==> config.mk <==
export PLATFORM = sky130hd
export DESIGN_NAME = sorted_id_set_range_delete
export DESIGN_NICKNAME = d
export VERILOG_FILES = /design/src/hdl/srd_pkg.sv /design/src/hdl/srd_ctrl.sv /design/src/hdl/srd_dpath.sv /design/src/hdl/sorted_id_set_range_delete.sv
export SDC_FILE = /design/constraint.sdc
export NUM_CORES = 2
export LEC_CHECK = 0
export BUFFER_PORTS_ARGS = -buffer_cell sky130_fd_sc_hd__buf_2
export CORE_MARGIN = 1.5
export CORE_UTILIZATION = 40
export DETAILED_ROUTE_END_ITERATION = 7
export PLACE_DENSITY = 0.55
export SYNTH_ARGS = -nofsm -noshare
export SYNTH_HDL_FRONTEND = slang
export SYNTH_SLANG_ARGS = --single-unit
==> constraint.sdc <==
create_clock -name clk -period 7.65 [get_ports clk]
set_input_delay 0.765 -clock clk [delete_from_list [all_inputs] [get_ports clk]]
set_output_delay 0.765 -clock clk [all_outputs]
set_load 0.005 [all_outputs]
==> src/hdl/srd_pkg.sv <==
// Shared types and constants for the sorted id set with range delete.
`timescale 1ns / 1ps
`default_nettype none
package srd_pkg;

	localparam int CAPACITY = 64;
	localparam int ADDR_W   = $clog2(CAPACITY);
	localparam int CNT_W    = 7;
	localparam int ID_W     = 32;
	localparam int STAT_W   = 3;

	localparam logic REQ_INSERT = 1'b0;
	localparam logic REQ_REMOVE = 1'b1;

	localparam logic [STAT_W-1:0] ST_INSERTED = 3'd0;
	localparam logic [STAT_W-1:0] ST_PRESENT  = 3'd1;
	localparam logic [STAT_W-1:0] ST_FULL     = 3'd2;
	localparam logic [STAT_W-1:0] ST_REMOVED  = 3'd3;
	localparam logic [STAT_W-1:0] ST_NONE     = 3'd4;

	typedef struct packed {
		logic            req_type;
		logic [ID_W-1:0] key_id;
		logic [ID_W-1:0] range_end;
	} req_t;

	typedef struct packed {
		logic [STAT_W-1:0] status;
		logic [ID_W-1:0]   removed_id;
		logic [CNT_W-1:0]  entries_left;
		logic              last;
	} res_t;

	typedef enum logic [1:0] {
		S_IDLE,
		S_SCAN,
		S_FINISH
	} state_t;

	typedef struct packed {
		logic load;
		logic scan;
		logic finish;
	} cmd_t;

	typedef struct packed {
		logic scan_done;
	} stat_t;

endpackage
`default_nettype wire

==> src/hdl/srd_ctrl.sv <==
// Controller state machine: load, scan the store, finish the request.
`timescale 1ns / 1ps
`default_nettype none
module srd_ctrl
	import srd_pkg::*;
(
	input  wire logic  clk,
	input  wire logic  arst_n,
	input  wire logic  start,
	output logic       busy,
	input  wire stat_t stat,
	output cmd_t       cmd
);

	state_t state_q;
	state_t state_d;

	always_ff @(posedge clk or negedge arst_n) begin
		if (!arst_n) begin
			state_q <= S_IDLE;
		end else begin
			state_q <= state_d;
		end
	end

	always_comb begin
		state_d    = state_q;
		cmd        = '0;
		busy       = 1'b1;
		unique case (state_q)
			S_IDLE: begin
				busy = 1'b0;
				if (start) begin
					cmd.load = 1'b1;
					state_d  = S_SCAN;
				end
			end
			S_SCAN: begin
				cmd.scan = 1'b1;
				if (stat.scan_done) begin
					state_d = S_FINISH;
				end
			end
			S_FINISH: begin
				cmd.finish = 1'b1;
				state_d    = S_IDLE;
			end
			default: begin
				state_d = S_IDLE;
			end
		endcase
	end

endmodule
`default_nettype wire

==> src/hdl/srd_dpath.sv <==
// Datapath: id store, scan pipeline, insert shift, range compaction and result register.
`timescale 1ns / 1ps
`default_nettype none
module srd_dpath
	import srd_pkg::*;
(
	input  wire logic clk,
	input  wire logic arst_n,
	input  wire cmd_t cmd,
	input  wire req_t request,
	output stat_t     stat,
	output logic      result_valid,
	output res_t      result
);

	logic [ID_W-1:0] mem [CAPACITY];

	logic [CNT_W-1:0]  count_q;
	logic              req_q;
	logic [ID_W-1:0]   key_q;
	logic [ID_W-1:0]   end_q;
	logic [CNT_W-1:0]  rd_idx_q;
	logic              dv_s1;
	logic [ID_W-1:0]   rd_data_s1;
	logic [ADDR_W-1:0] idx_s1;
	logic              placed_q;
	logic              present_q;
	logic [ID_W-1:0]   carry_q;
	logic [CNT_W-1:0]  keep_q;
	logic              pend_vld_q;
	logic [ID_W-1:0]   pend_q;
	logic [CNT_W-1:0]  left_q;
	logic              out_vld_q;
	res_t              out_q;

	logic              rd_en;
	logic              wr_en;
	logic [ADDR_W-1:0] wr_addr;
	logic [ID_W-1:0]   wr_data;
	logic              full;
	logic              is_eq;
	logic              is_gt;
	logic              in_rng;
	logic              ins_first;
	logic              ins_shift;
	logic              step;

	assign full      = (count_q == CNT_W'(CAPACITY));
	assign is_eq     = (rd_data_s1 == key_q);
	assign is_gt     = (rd_data_s1 > key_q);
	assign in_rng    = (rd_data_s1 >= key_q) && (rd_data_s1 < end_q);
	assign ins_first = !present_q && !placed_q && is_gt;
	assign ins_shift = !present_q && placed_q;
	assign step      = cmd.scan && dv_s1;
	assign rd_en     = cmd.scan && (rd_idx_q != count_q);

	assign stat.scan_done = (rd_idx_q == count_q) && !dv_s1;
	assign result_valid   = out_vld_q;
	assign result         = out_q;

	always_comb begin
		wr_en   = 1'b0;
		wr_addr = idx_s1;
		wr_data = rd_data_s1;
		if (step) begin
			if (req_q == REQ_INSERT) begin
				if (!full && (ins_first || ins_shift)) begin
					wr_en   = 1'b1;
					wr_data = ins_first ? key_q : carry_q;
				end
			end else if (!in_rng) begin
				// compact kept ids down over the removed ones
				wr_en   = 1'b1;
				wr_addr = keep_q[ADDR_W-1:0];
			end
		end else if (cmd.finish && (req_q == REQ_INSERT) && !present_q && !full) begin
			wr_en   = 1'b1;
			wr_addr = count_q[ADDR_W-1:0];
			wr_data = placed_q ? carry_q : key_q;
		end
	end

	always_ff @(posedge clk) begin
		if (wr_en) begin
			mem[wr_addr] <= wr_data;
		end
		if (rd_en) begin
			rd_data_s1 <= mem[rd_idx_q[ADDR_W-1:0]];
			idx_s1     <= rd_idx_q[ADDR_W-1:0];
		end
	end

	always_ff @(posedge clk or negedge arst_n) begin
		if (!arst_n) begin
			count_q   <= '0;
			rd_idx_q  <= '0;
			dv_s1     <= 1'b0;
			out_vld_q <= 1'b0;
		end else begin
			out_vld_q <= cmd.finish ||
				(step && (req_q == REQ_REMOVE) && in_rng && pend_vld_q);
			if (cmd.load) begin
				rd_idx_q <= '0;
				dv_s1    <= 1'b0;
			end else if (cmd.scan) begin
				dv_s1 <= rd_en;
				if (rd_en) begin
					rd_idx_q <= rd_idx_q + CNT_W'(1);
				end
			end
			if (cmd.finish) begin
				if (req_q == REQ_INSERT) begin
					if (!present_q && !full) begin
						count_q <= count_q + CNT_W'(1);
					end
				end else begin
					count_q <= keep_q;
				end
			end
		end
	end

	always_ff @(posedge clk) begin
		if (cmd.load) begin
			req_q      <= request.req_type;
			key_q      <= request.key_id;
			end_q      <= request.range_end;
			placed_q   <= 1'b0;
			present_q  <= 1'b0;
			keep_q     <= '0;
			pend_vld_q <= 1'b0;
			left_q     <= count_q;
		end
		if (step) begin
			if (req_q == REQ_INSERT) begin
				if (!present_q && is_eq) begin
					present_q <= 1'b1;
				end
				if (ins_first) begin
					placed_q <= 1'b1;
					carry_q  <= rd_data_s1;
				end else if (ins_shift) begin
					carry_q <= rd_data_s1;
				end
			end else if (in_rng) begin
				// hold each match until the next one shows it was not the last
				if (pend_vld_q) begin
					out_q.status       <= ST_REMOVED;
					out_q.removed_id   <= pend_q;
					out_q.entries_left <= left_q - CNT_W'(1);
					out_q.last         <= 1'b0;
					left_q             <= left_q - CNT_W'(1);
				end
				pend_q     <= rd_data_s1;
				pend_vld_q <= 1'b1;
			end else begin
				keep_q <= keep_q + CNT_W'(1);
			end
		end
		if (cmd.finish) begin
			out_q.last <= 1'b1;
			if (req_q == REQ_INSERT) begin
				out_q.removed_id <= '0;
				priority if (present_q) begin
					out_q.status       <= ST_PRESENT;
					out_q.entries_left <= count_q;
				end else if (full) begin
					out_q.status       <= ST_FULL;
					out_q.entries_left <= count_q;
				end else begin
					out_q.status       <= ST_INSERTED;
					out_q.entries_left <= count_q + CNT_W'(1);
				end
			end else if (pend_vld_q) begin
				out_q.status       <= ST_REMOVED;
				out_q.removed_id   <= pend_q;
				out_q.entries_left <= keep_q;
			end else begin
				out_q.status       <= ST_NONE;
				out_q.removed_id   <= '0;
				out_q.entries_left <= keep_q;
			end
		end
	end

	a_count_bound: assert property (@(posedge clk) disable iff (!arst_n)
		count_q <= CNT_W'(CAPACITY))
		else $error("held id count above capacity");

	a_rd_bound: assert property (@(posedge clk) disable iff (!arst_n)
		cmd.scan |-> rd_idx_q <= count_q)
		else $error("scan index ran past the held ids");

	a_last_on_finish: assert property (@(posedge clk) disable iff (!arst_n)
		out_vld_q && out_q.last |-> $past(cmd.finish))
		else $error("final result outside the finish step");

	a_keep_behind: assert property (@(posedge clk) disable iff (!arst_n)
		step && (req_q == REQ_REMOVE) |-> keep_q <= CNT_W'(idx_s1))
		else $error("compaction write overtook the scan");

endmodule
`default_nettype wire

==> src/hdl/sorted_id_set_range_delete.sv <==
// Top level of the sorted id set with range delete.
// Holds up to CAPACITY (64) unique 32-bit ids in ascending order in a single
// memory with one read and one write port. A request is taken when start is
// high and busy is low; busy stays high until the request is complete. Every
// request walks the held ids once, one entry per cycle through the read port.
// A request is loaded, then the store is streamed through the registered
// read and the last entry is let settle, then the request is finished. An
// insert gives one result at its end. A remove gives one result per deleted
// id, in ascending order, during the walk and at its end, with last set on
// the final one; a remove that deletes nothing gives a single result.
// Results appear on result for one cycle with result_valid high and cannot
// be held off, so the receiver must take them as they come. No clearing
// pass is needed after reset.
`timescale 1ns / 1ps
`default_nettype none
module sorted_id_set_range_delete
	import srd_pkg::*;
(
	input  wire logic clk,
	input  wire logic arst_n,
	input  wire logic start,
	output logic      busy,
	input  wire req_t request,
	output logic      result_valid,
	output res_t      result
);

	cmd_t  cmd;
	stat_t stat;

	srd_ctrl u_ctrl (
		.clk    (clk),
		.arst_n (arst_n),
		.start  (start),
		.busy   (busy),
		.stat   (stat),
		.cmd    (cmd)
	);

	srd_dpath u_dpath (
		.clk          (clk),
		.arst_n       (arst_n),
		.cmd          (cmd),
		.request      (request),
		.stat         (stat),
		.result_valid (result_valid),
		.result       (result)
	);

endmodule
`default_nettype wire
==> impl_metrics.json <==
{
  "cts.root.buffer_cell": "clkbuf_16",
  "startpoint_type": "flop",
  "gr-usage-all-layers_pct": 20.29,
  "finalCriticalPeriod_ns": 5.928,
  "finalWeightedCongestion": 0.8635,
  "port_buffers": 112,
  "clockBufferDepth": 3,
  "fmax_mhz": 168.7,
  "synthesis.nets": 4016,
  "yosys.area.top_type": "edfxtp_1",
  "first_pass_iters": 5,
  "grt_pass1_wl_mm": 323.4,
  "die-height_um": 474.3,
  "syn_area_um2": 88830,
  "yosysWarnings": 0,
  "postCtsHoldBufs": 1,
  "worstPathArrival_ns": 6.46,
  "worstMarginPinSlew_ns": 1.239,
  "regToRegSetupSlack_ns": 1.72,
  "synth_edf_count": 2257,
  "async_flop_share_pct": 0.7850,
  "worstSetupEndpoint": "u_dpath.mem[15][3]$_DFFE_PP_",
  "p_int_uw": 27800,
  "dp_hpwl_mm": 134.5,
  "status": "completed",
  "hp-class": "in -> reg",
  "dp_slack_ns": 1.850,
  "wl_mm": 227.4,
  "cp_max_fo": 25,
  "netlist.area_leader.share_pct": 76.30,
  "hold_viol": 0,
  "cts-buffers-inserted": 226,
  "coreArea_um2": 220200,
  "clock_skew_ns": 0.05053,
  "fp.dieW_um": 474.3,
  "cts.clk_slew.worst_paths_ns": 0.06,
  "setup_tns_ns": 0,
  "drc": 0,
  "synth_cells": 3880,
  "start_util_pct": 40.35,
  "combPwrFrac_pct": 32.2,
  "drv_slew": 0,
  "switchingPower_uw": 13850,
  "clk-insertion-delay-late_ns": 0.89,
  "cts.sinks": 2293,
  "post-route-period-util_pct": 77.50,
  "netlist_top_cells_area": "edfxtp_1 (76%), mux4_2 (17%), ha_1 (0.96%)",
  "r2r_start": "u_dpath.rd_data_s1[7]$_DFFE_PP_",
  "via_per_inst": 5.720,
  "slew_headroom_pct": 17.42,
  "ys_seq_elements": 2293,
  "antenna_found_initial": 14,
  "clkPwrFrac_pct": 25.4,
  "antenna_left": 0,
  "power_frac_seq_pct": 42.5,
  "ys_top_cells_by_count": "edfxtp_1 (2257), mux4_2 (672), nor2_1 (139), clkbuf_1 (134), inv_1 (78)",
  "dieArea_um2": 224900,
  "powerDensity_nw_per_um2": 411.6,
  "cts_resized": 0,
  "rsz0062_at_grt": "no",
  "nets": 4292,
  "leakage_uw": 0.03168,
  "ys_seq_area_share_pct": 77.21,
  "h-tree-depth": 4,
  "p_sw_share_pct": 33.25,
  "rr_worst_depth": 11,
  "drive_above_1_share_pct": 30.89,
  "endpoint_kind": "flop",
  "vias": 41780,
  "routedWlPerCell_um": 31.13,
  "grt_remaining_overflow": 0,
  "setup_viol": 0,
  "fin_ws_ns": 1.722,
  "setup.worst_path.start": "u_dpath.rd_data_s1[7]$_DFFE_PP_",
  "cp_data_required_time_ns": 8.18,
  "crit_type": "reg -> reg",
  "cap_violations": 0,
  "drt_iter0_drc": 4698,
  "yosysMostFrequentCell": "edfxtp_1",
  "power_uw": 41650,
  "cts_tree": "done",
  "rows": 172,
  "cts_setup_buffers": 0,
  "first_global_vias": 41760,
  "peakVddDrop_mv": 0.2807,
  "ys.flop_type": "edfxtp_1",
  "area_growth_pct": 13.92,
  "num_io_pins": 113,
  "r2r-end": "u_dpath.mem[15][3]$_DFFE_PP_",
  "synthesis.area_per_instance_um2": 22.89,
  "synth_cell_types": 66,
  "grt_max_degree": 130
}
state kept, by name, summed over array words and instances (netlist names):
signal,cells
u_dpath.req_q,1
u_dpath.rd_data_s1,32
u_dpath.rd_idx_q,7
u_dpath.result,43
u_dpath.keep_q,7
u_dpath.mem,2048
u_dpath.pend_vld_q,1
u_dpath.present_q,1
u_dpath.pend_q,32
u_dpath.carry_q,32
u_dpath.dv_s1,1
u_dpath.idx_s1,6
u_dpath.end_q,32
u_dpath.placed_q,1
u_ctrl.state_q,2
u_dpath.result_valid,1
u_dpath.count_q,7
u_dpath.left_q,7
u_dpath.key_q,32
worst min path at each step:
stage                                          from                             end  slack, ns  cells after the start
floorplan           u_dpath.rd_idx_q[2]$_DFFE_PN0P_     u_dpath.idx_s1[2]$_DFFE_PP_       0.42                      0
global placement     u_dpath.result[0]$_SDFFE_PP1P_  u_dpath.result[0]$_SDFFE_PP1P_       0.44                      2
detailed placement   u_dpath.result[0]$_SDFFE_PP1P_  u_dpath.result[0]$_SDFFE_PP1P_       0.45                      2
CTS                                      request[4]      u_dpath.end_q[4]$_DFFE_PP_       0.02                      1
global route                             request[4]      u_dpath.end_q[4]$_DFFE_PP_       0.03                      1
finish                                   request[4]      u_dpath.end_q[4]$_DFFE_PP_       0.07                      1
per-stage QoR:
step / std cells / utilization, % / hold slack (ns) / cell area (um2)
floorplan: 3880 / - / 0.4231 / 88830
global placement: 6885 / 42.79 / 0.4445 / 94200
detailed placement: 6885 / 42.79 / 0.4509 / 94200
CTS: 7299 / 45.96 / 0.01985 / 101200
global route: 7301 / 45.96 / 0.03031 / 101200
finish: 7305 / 45.96 / 0.07406 / 101200
layout by cell type, fill, tap and decap left out, types with 6 or more instances in the layout:
cell	synthesis	final
edfxtp_1	2257	2257
mux4_2	672	672
clkbuf_16	0	227
buf_2	9	112
buf_4	0	111
inv_1	78	76
nor2_4	1	74
ha_1	68	68
nor2_1	139	66
nand2_1	66	64
clkbuf_1	134	59
clkinv_1	0	56
a21oi_1	49	49
o22ai_1	48	48
clkinv_2	0	36
and2_1	34	34
nand3_1	33	33
o21ai_0	29	29
dfxtp_1	18	18
nand4_1	15	15
nor3_2	2	15
buf_12	0	14
mux2i_1	12	12
dfrtp_1	18	12
nor3_1	26	11
xnor2_1	11	11
bufinv_16	0	11
nand2b_1	9	9
a21o_1	8	8
nor4_2	2	8
and3_1	8	8
xor2_1	8	8
clkinvlp_4	0	7
diode_2	0	6
clkinv_8	0	6
routing by layer:
layer,track usage (%),up-vias,wire [um]
li1,-,17010,-
met1,30.90,22970,103300
met2,30.91,1516,105400
met3,2.980,289,14280
met4,4.718,0,4482
met5,0,-,0
power groups by stage:
stage               Sequential, uW  Combinational (uW)  Clock, uW
floorplan                    17700                7880          0
global placement             17900               13500          0
detailed placement           18000               13600          0
CTS                          17700               13600      10800
global route                 17800               14200      11200
finish                       17700               13400      10600
critical path, stage by stage, from the launching register on:
cell and delay (ns):
edfxtp_1 0.46, ha_1 0.34, a21oi_1 0.18, o21ai_0 0.21, a221oi_2 0.47, a31oi_4 0.22, o311a_1 0.58, nor2_4 0.24
a221o_1 0.57, nand3_1 0.85, nor3_2 1.10, buf_12 0.31
area by class of cell:
class,count,area (um2)
multi-input cells,1319,19930
fillers,18140,119000
well taps,2958,3701
repair buffers,238,1684
flip-flops and latches,2293,68600
diodes,6,15.01
clock buffers,289,5943
clock inverters,124,1021
inverters,78,294.0
cells by family (layout without fill, tap and decap cells):
| logic type | Yosys count | in the layout | synth area share (%) |
|---|---|---|---|
| AOI/OAI and AO/OA | 181 | 181 | 1.345 |
| xor gates and xnor gates | 19 | 19 | 0.1873 |
| adders and majority gates | 68 | 68 | 0.9578 |
| buffers and inverters | 268 | 729 | 1.145 |
| DFF | 2293 | 2293 | 77.21 |
| muxes | 685 | 685 | 17.19 |
| other | 0 | 6 | 0 |
| and+or+nand+nor | 366 | 366 | 1.969 |
Power figures use the tool's default switching activity.
